$ cat src/rtl/rblc_pkg.sv
package rblc_pkg;
   localparam int CacheEntries = 64;
   localparam int MaxSpan      = 64;
   localparam int SlotW        = $clog2(CacheEntries);
   localparam int CountW       = $clog2(CacheEntries + 1);
   localparam int SpanW        = $clog2(MaxSpan + 1);

   typedef enum logic [0:0] {
      REQ_LOOKUP = 1'b0,
      REQ_CLEAR  = 1'b1
   } req_kind_type;

   typedef enum logic [0:0] {
      CSR_MIN_MZ     = 1'b0,
      CSR_BLOCK_SIZE = 1'b1
   } csr_index_type;

   typedef struct packed {
      logic        req_type;
      logic [15:0] low_mz;
      logic [15:0] high_mz;
   } req_payload_type;

   typedef struct packed {
      logic [15:0] block_index;
      logic        was_hit;
      logic        evicted_valid;
      logic [15:0] evicted_index;
      logic [31:0] hit_total;
      logic [31:0] miss_total;
      logic        truncated;
      logic        last;
   } rsp_payload_type;

   typedef struct packed {
      logic [0:0]  index;
      logic [15:0] data;
   } csr_payload_type;
endpackage

$ cat src/rtl/rblc_req_if.sv
interface rblc_req_if;
   import rblc_pkg::*;
   logic            valid;
   logic            ready;
   req_payload_type payload;
   modport source (output valid, output payload, input ready);
   modport sink   (input valid, input payload, output ready);
endinterface

$ cat src/rtl/rblc_rsp_if.sv
interface rblc_rsp_if;
   import rblc_pkg::*;
   logic            valid;
   logic            ready;
   rsp_payload_type payload;
   modport source (output valid, output payload, input ready);
   modport sink   (input valid, input payload, output ready);
endinterface

$ cat src/rtl/rblc_csr_if.sv
interface rblc_csr_if;
   import rblc_pkg::*;
   logic            valid;
   logic            ready;
   csr_payload_type payload;
   modport source (output valid, output payload, input ready);
   modport sink   (input valid, input payload, output ready);
endinterface

$ cat src/rtl/range_block_lru_cache_tracker.sv
// Channel | Direction | Payload
// req     | in        | req_type, low_mz, high_mz
// rsp     | out       | block_index, was_hit, evicted_*, hit/miss totals, truncated, last
// csr     | in        | index (0 min_mz, 1 block size), data
// A lookup is accepted, then two serial restoring divides map low and high m/z to blocks, then setup.
// Per block: a search over the resident slots (registered read, then compare), then compaction
// of the later slots on a hit or on a miss in a full store, then an append and an output state;
// a miss in a full store is the worst case.
// A clear empties the store. Synchronous reset empties the store at once.
// A stalled rsp holds the sequencer in its output state; req is taken only when idle.
module range_block_lru_cache_tracker (
   input logic clock,
   input logic reset,
   rblc_req_if.sink   req,
   rblc_rsp_if.source rsp,
   rblc_csr_if.sink   csr
);
   import rblc_pkg::*;

   typedef enum logic [3:0] {
      S_IDLE, S_DIVLO, S_DIVHI, S_SETUP, S_SEARCH, S_CMP, S_SHIFT, S_MOVE, S_APPEND, S_OUT
   } state_type;

   state_type           state_ff;
   logic [15:0]         min_ff, bsize_ff;
   logic [15:0]         tags_ff [CacheEntries];
   logic [15:0]         mem_rd_ff;
   logic [CountW-1:0]   count_ff;
   logic [31:0]         hits_ff, misses_ff;
   logic [15:0]         lo_mz_ff, hi_mz_ff;
   logic [15:0]         quo_ff, rem_ff, lo_blk_ff;
   logic [4:0]          bit_ff;
   logic [15:0]         tag_ff;
   logic [SpanW-1:0]    left_ff;
   logic                trunc_ff;
   logic [CountW-1:0]   pos_ff;
   logic                hit_ff, ev_ff;
   logic [15:0]         ev_tag_ff;
   logic                rsp_valid_ff;
   rsp_payload_type     rsp_ff;

   logic [15:0] bs_eff, div_src, rem_sh, rem_in, quo_in;
   logic [16:0] rem_try;
   logic [16:0] span_w;
   logic [SlotW-1:0] mem_raddr, mem_waddr;
   logic        mem_we;
   logic [15:0] mem_wdata;

   assign bs_eff  = (bsize_ff == 16'd0) ? 16'd1 : bsize_ff;
   assign div_src = (state_ff == S_DIVLO) ? lo_mz_ff : hi_mz_ff;
   assign rem_sh  = {rem_ff[14:0], div_src[bit_ff[3:0]]};
   assign rem_try = {rem_ff[15], rem_sh} - {1'b0, bs_eff};
   always_comb begin
      if (!rem_try[16]) begin
         rem_in = rem_try[15:0];
         quo_in = {quo_ff[14:0], 1'b1};
      end else begin
         rem_in = rem_sh;
         quo_in = {quo_ff[14:0], 1'b0};
      end
   end
   assign span_w = {1'b0, quo_ff} - {1'b0, lo_blk_ff};

   assign mem_raddr = (state_ff == S_SHIFT) ? SlotW'(pos_ff + 1'b1) : pos_ff[SlotW-1:0];
   assign mem_we    = (state_ff == S_MOVE) || (state_ff == S_APPEND);
   assign mem_waddr = (state_ff == S_APPEND) ? count_ff[SlotW-1:0] : pos_ff[SlotW-1:0];
   assign mem_wdata = (state_ff == S_APPEND) ? tag_ff : mem_rd_ff;

   assign req.ready = (state_ff == S_IDLE);
   assign csr.ready = 1'b1;
   assign rsp.valid = rsp_valid_ff;
   assign rsp.payload = rsp_ff;

   always_ff @(posedge clock) begin
      if (mem_we) tags_ff[mem_waddr] <= mem_wdata;
      mem_rd_ff <= tags_ff[mem_raddr];
   end

   always_ff @(posedge clock) begin
      if (reset) begin
         state_ff <= S_IDLE;
         min_ff <= '0; bsize_ff <= 16'd1;
         count_ff <= '0; hits_ff <= '0; misses_ff <= '0;
         rsp_valid_ff <= 1'b0;
      end else begin
         if (csr.valid) begin
            case (csr.payload.index)
               CSR_MIN_MZ:     min_ff <= csr.payload.data;
               CSR_BLOCK_SIZE: bsize_ff <= csr.payload.data;
               default: ;
            endcase
         end
         if (rsp.ready && state_ff != S_OUT) rsp_valid_ff <= 1'b0;
         case (state_ff)
            S_IDLE: if (req.valid) begin
               if (req.payload.req_type == REQ_CLEAR) begin
                  count_ff <= '0;
               end else begin
                  lo_mz_ff <= (req.payload.low_mz < min_ff) ? 16'd0
                              : req.payload.low_mz - min_ff;
                  hi_mz_ff <= (req.payload.high_mz < min_ff) ? 16'd0
                              : req.payload.high_mz - min_ff;
                  rem_ff <= '0; quo_ff <= '0; bit_ff <= 5'd15;
                  state_ff <= S_DIVLO;
               end
            end
            S_DIVLO, S_DIVHI: begin
               if (bit_ff == 5'd0 && state_ff == S_DIVLO) begin
                  lo_blk_ff <= quo_in; rem_ff <= '0; quo_ff <= '0; bit_ff <= 5'd15;
                  state_ff <= S_DIVHI;
               end else begin
                  rem_ff <= rem_in; quo_ff <= quo_in; bit_ff <= bit_ff - 5'd1;
                  if (bit_ff == 5'd0) state_ff <= S_SETUP;
               end
            end
            S_SETUP: begin
               if (quo_ff < lo_blk_ff) state_ff <= S_IDLE;
               else begin
                  trunc_ff <= span_w >= 17'(MaxSpan);
                  left_ff <= (span_w >= 17'(MaxSpan)) ? SpanW'(MaxSpan)
                             : SpanW'(span_w + 17'd1);
                  tag_ff <= lo_blk_ff; pos_ff <= '0;
                  state_ff <= S_SEARCH;
               end
            end
            S_SEARCH: begin
               if (pos_ff == count_ff) begin
                  hit_ff <= 1'b0;
                  ev_ff <= (count_ff == CountW'(CacheEntries));
                  if (count_ff == CountW'(CacheEntries)) begin
                     pos_ff <= '0; state_ff <= S_SHIFT;
                  end else state_ff <= S_APPEND;
               end else state_ff <= S_CMP;
            end
            S_CMP: begin
               if (pos_ff == '0) ev_tag_ff <= mem_rd_ff;
               if (mem_rd_ff == tag_ff) begin
                  hit_ff <= 1'b1; ev_ff <= 1'b0;
                  state_ff <= S_SHIFT;
               end else begin
                  pos_ff <= pos_ff + 1'b1;
                  state_ff <= S_SEARCH;
               end
            end
            S_SHIFT: begin
               if (pos_ff + 1'b1 >= count_ff) begin
                  count_ff <= count_ff - 1'b1; state_ff <= S_APPEND;
               end else state_ff <= S_MOVE;
            end
            S_MOVE: begin
               pos_ff <= pos_ff + 1'b1;
               state_ff <= S_SHIFT;
            end
            S_APPEND: begin
               count_ff <= count_ff + 1'b1;
               if (hit_ff) hits_ff <= hits_ff + 32'd1;
               else misses_ff <= misses_ff + 32'd1;
               state_ff <= S_OUT;
            end
            S_OUT: if (!rsp_valid_ff || rsp.ready) begin
               rsp_valid_ff <= 1'b1;
               rsp_ff.block_index <= tag_ff;
               rsp_ff.was_hit <= hit_ff;
               rsp_ff.evicted_valid <= ev_ff;
               rsp_ff.evicted_index <= ev_ff ? ev_tag_ff : 16'd0;
               rsp_ff.hit_total <= hits_ff;
               rsp_ff.miss_total <= misses_ff;
               rsp_ff.truncated <= trunc_ff;
               rsp_ff.last <= (left_ff == SpanW'(1));
               left_ff <= left_ff - 1'b1;
               tag_ff <= tag_ff + 16'd1;
               pos_ff <= '0;
               state_ff <= (left_ff == SpanW'(1)) ? S_IDLE : S_SEARCH;
            end
            default: state_ff <= S_IDLE;
         endcase
      end
   end
endmodule

$ cat src/flat_wrapper.sv
// flat-port wrapper written by rule: the top's interface ports become plain ports
module range_block_lru_cache_tracker_flat import rblc_pkg::*;
  (clock, reset, req_valid, req_payload, req_ready, rsp_valid, rsp_payload, rsp_ready, csr_valid, csr_payload, csr_ready);
  rblc_req_if req_i ();
  rblc_rsp_if rsp_i ();
  rblc_csr_if csr_i ();
  input logic clock;
  input logic reset;
  input wire logic [$bits(req_i.valid)-1:0] req_valid;
  input wire logic [$bits(req_i.payload)-1:0] req_payload;
  output wire logic [$bits(req_i.ready)-1:0] req_ready;
  output wire logic [$bits(rsp_i.valid)-1:0] rsp_valid;
  output wire logic [$bits(rsp_i.payload)-1:0] rsp_payload;
  input wire logic [$bits(rsp_i.ready)-1:0] rsp_ready;
  input wire logic [$bits(csr_i.valid)-1:0] csr_valid;
  input wire logic [$bits(csr_i.payload)-1:0] csr_payload;
  output wire logic [$bits(csr_i.ready)-1:0] csr_ready;
  assign req_i.valid = req_valid;
  assign req_i.payload = req_payload;
  assign req_ready = req_i.ready;
  assign rsp_valid = rsp_i.valid;
  assign rsp_payload = rsp_i.payload;
  assign rsp_i.ready = rsp_ready;
  assign csr_i.valid = csr_valid;
  assign csr_i.payload = csr_payload;
  assign csr_ready = csr_i.ready;
  range_block_lru_cache_tracker u_core (.clock(clock), .reset(reset), .req(req_i), .rsp(rsp_i), .csr(csr_i));
endmodule
$ cat config.mk
export PLATFORM = sky130hd
export DESIGN_NAME = range_block_lru_cache_tracker_flat
export DESIGN_NICKNAME = d
export VERILOG_FILES = /design/src/rtl/rblc_pkg.sv /design/src/rtl/rblc_req_if.sv /design/src/rtl/rblc_rsp_if.sv /design/src/rtl/rblc_csr_if.sv /design/src/rtl/range_block_lru_cache_tracker.sv /design/src/flat_wrapper.sv
export SDC_FILE = /design/constraint.sdc
export NUM_CORES = 2
export LEC_CHECK = 0
export ABC_AREA = 1
export BUFFER_PORTS_ARGS = -buffer_cell sky130_fd_sc_hd__buf_2
export CAP_MARGIN = 25
export CORE_ASPECT_RATIO = 0.9
export CORE_MARGIN = 2
export CORE_UTILIZATION = 40
export DETAILED_ROUTE_END_ITERATION = 10
export MAX_ROUTING_LAYER = met4
export PLACE_DENSITY_LB_ADDON = 0.05
export SLEW_MARGIN = 40
export SYNTH_ARGS = -nofsm -noshare
export SYNTH_HDL_FRONTEND = slang
export SYNTH_SLANG_ARGS = --single-unit
$ cat constraint.sdc
create_clock -name clock -period 12.9 [get_ports clock]
set_input_delay 2.58 -clock clock [delete_from_list [all_inputs] [get_ports clock]]
set_output_delay 2.58 -clock clock [all_outputs]
set_load 0.02 [all_outputs]
==> metrics <==
status finished, final reports clean; Setup Crit Path Kind flop to output port; library cells used by synthesis 47; Post-CTS Setup Inserts 0; Tmin final 4.82 ns; worst slew pin tran 0.879 ns; max frequency 207 MHz; CTS buffer count 150; dominant cell type by area after synthesis edfxtp_1; crit path max fanout 7; async set or reset register ratio after synthesis 0%; final wirelength 175,000 um; row count 137; Root Driver clkbuf_16; 1st-pass router iterations 6; Setup crit end kind output port; DR DRC count 0; Post-CTS Hold Buffers 0; Setup TNS 0 ns; Peak VDD IR 145 uV; Static Leakage 29.0 nW; Vias 43,100; die area 160,000 sq um; GR Overflow Total 0; Layout Skew 0.0252 ns; post_cts resized 0; HP Class flop to flop; layout filler cell count 14,800; synthesized area per cell 9.84 sq um; maxcap violations 0; First DRT Iteration DRCs 3,445; Startpoint Class flop; first-pass GRT wire length 263,000 um; final setup violation count 0; Reg clk slew, reported paths 0.06 ns; layout net count 6,689; Slew Limit Fails 0; M1 GR Usage 31.6%; share of layout cells above drive strength 1 8.41%; flops & latches, synth 1,382; CTS Buffer Depth 3; Synth top area share 60.2%; Synth Instances 6,378; Worst-Skew Late Latency 0.79 ns; WL per Instance 20.0 um; ratio of final minimum period to clock period 37.4%; grt met2 use 34.3%; largest net degree at the start of global routing 171; top-count cell post-synth nand2_1; Worst R2R Setup Slack 8.34 ns; crit path DAT 2.24 ns; DRT antenna net count 0; initial antenna violation count 5; ys flop type edfxtp_1; H-tree depth 4; Post-Syn Nets 6,523; final core occ 45.7%; chip width 422 um; Cell Pwr Density 141 nW/um^2; # IOs 158; hpwl dp 105,000 um; GP Congestion 0.876; area grow syn2layout 13.1%; Post-synth EDFFs 1,258; Die Y 380 um; Core Area 155,000 sq um; port buffer count 156; final hold vios 0; top cells by area, synth edfxtp_1 60%, nand2_1 11%, nand3_1 7.2%; Overall Global Routing Usage 22.3%; CTS Sinks 1,382; GRT met3 Usage 3.06%; area of the mapped netlist 62,800 sq um; vias in the first global route 40,900; GRT busiest layer met2; Initial Util 40.4%; relative slew slack 41.4%; unrepaired setup endpoints after global routing false; total power 0.0100 W; post-synthesis sequential area ratio 64.1%; CTS tree yes; Post-synth top cells 1,821 x nand2_1, 1,258 x edfxtp_1, 992 x inv_1, 909 x nand3_1, 277 x nor2_1; Worst Path Required 10.32 ns; Yosys warning count 0; vias per cell 4.92
[layout make-up]
class / instances / area, sq um / area share (%)
antenna: 2 / 5.00 / 0.00705
clock inverter: 67 / 662 / 0.932
multi-input combinational: 3733 / 17700 / 25.0
tap: 2085 / 2610 / 3.67
timing repair buffer: 277 / 1890 / 2.66
sequential: 1382 / 40300 / 56.7
inverter: 1000 / 3770 / 5.31
clock buffer: 202 / 4070 / 5.73
[cells in the final DEF, fill, tap and decap left out, types with 43 or more instances in the layout]
master     instances
ha_1              85
xnor2_1           50
nor2_1           262
a21oi_1          149
edfxtp_1        1258
nand3_1          909
buf_2            156
o21ai_0          155
buf_4             96
inv_1            987
dfxtp_1          124
nor3_1            55
nand2_1         1815
nand4_1           43
clkbuf_16        151
[critical path: stages (launching register included)]
cell     delay, ns
dfxtp_1       0.35
nor2_1        0.36
inv_1         0.15
nor2_1        0.33
buf_2         0.27
[cells by family after synthesis]
| family | after synthesis | synth area share (%) |
|---|---|---|
| AO/OA/AOI/OAI | 395 | 3.36 |
| XOR/XNOR | 89 | 1.24 |
| adder cells (fa/ha/maj) | 90 | 1.85 |
| buffers and inverters | 1263 | 8.16 |
| flip-flops | 1382 | 64.1 |
| other | 1 | 0.00597 |
| AND/OR/NAND/NOR | 3158 | 21.3 |
[routing by layer]
layer,up-vias,wire length [um]
li1,21300,-
met1,20600,84200
met2,894,79900
met3,221,8180
met4,0,2910
met5,-,0
[flip-flops by register name (all words and copies together) (netlist names), 32 cells and up]
signal and cells:
u_core.rsp.payload 100, u_core.tags_ff 1024, u_core.misses_ff 32, u_core.hits_ff 32
[path summary, 6_finish.rpt]
kind                            from  cells past startpoint                     to
hold / removal       u_core.trunc_ff                      0  u_core.rsp.payload[1]
setup / recovery  u_core.state_ff[0]                      4              req_ready
hold reg to reg      u_core.trunc_ff                      0  u_core.rsp.payload[1]
setup reg to reg  u_core.state_ff[2]                     13   u_core.mem_rd_ff[13]
[through the flow]
stage | hold slack, ns | cells | instance area [sq um] | worst slack, ns
floorplan | 0.400 | 6378 | 62800 | 1.48
global placement | 0.406 | 8470 | 66000 | 7.73
detailed placement | 0.422 | 8472 | 66100 | 7.93
CTS | 0.436 | 8741 | 70800 | 8.14
global route | 0.440 | 8747 | 71000 | 7.90
finish | 0.432 | 8748 | 71000 | 8.08
[power breakdown]
group | internal [W] | switching, W
combinational | 0.000237 | 0.000568
clock | 0.00238 | 0.00180
sequential | 0.00500 | 0.0000507
No activity file was read; power rests on OpenSTA's default activity.
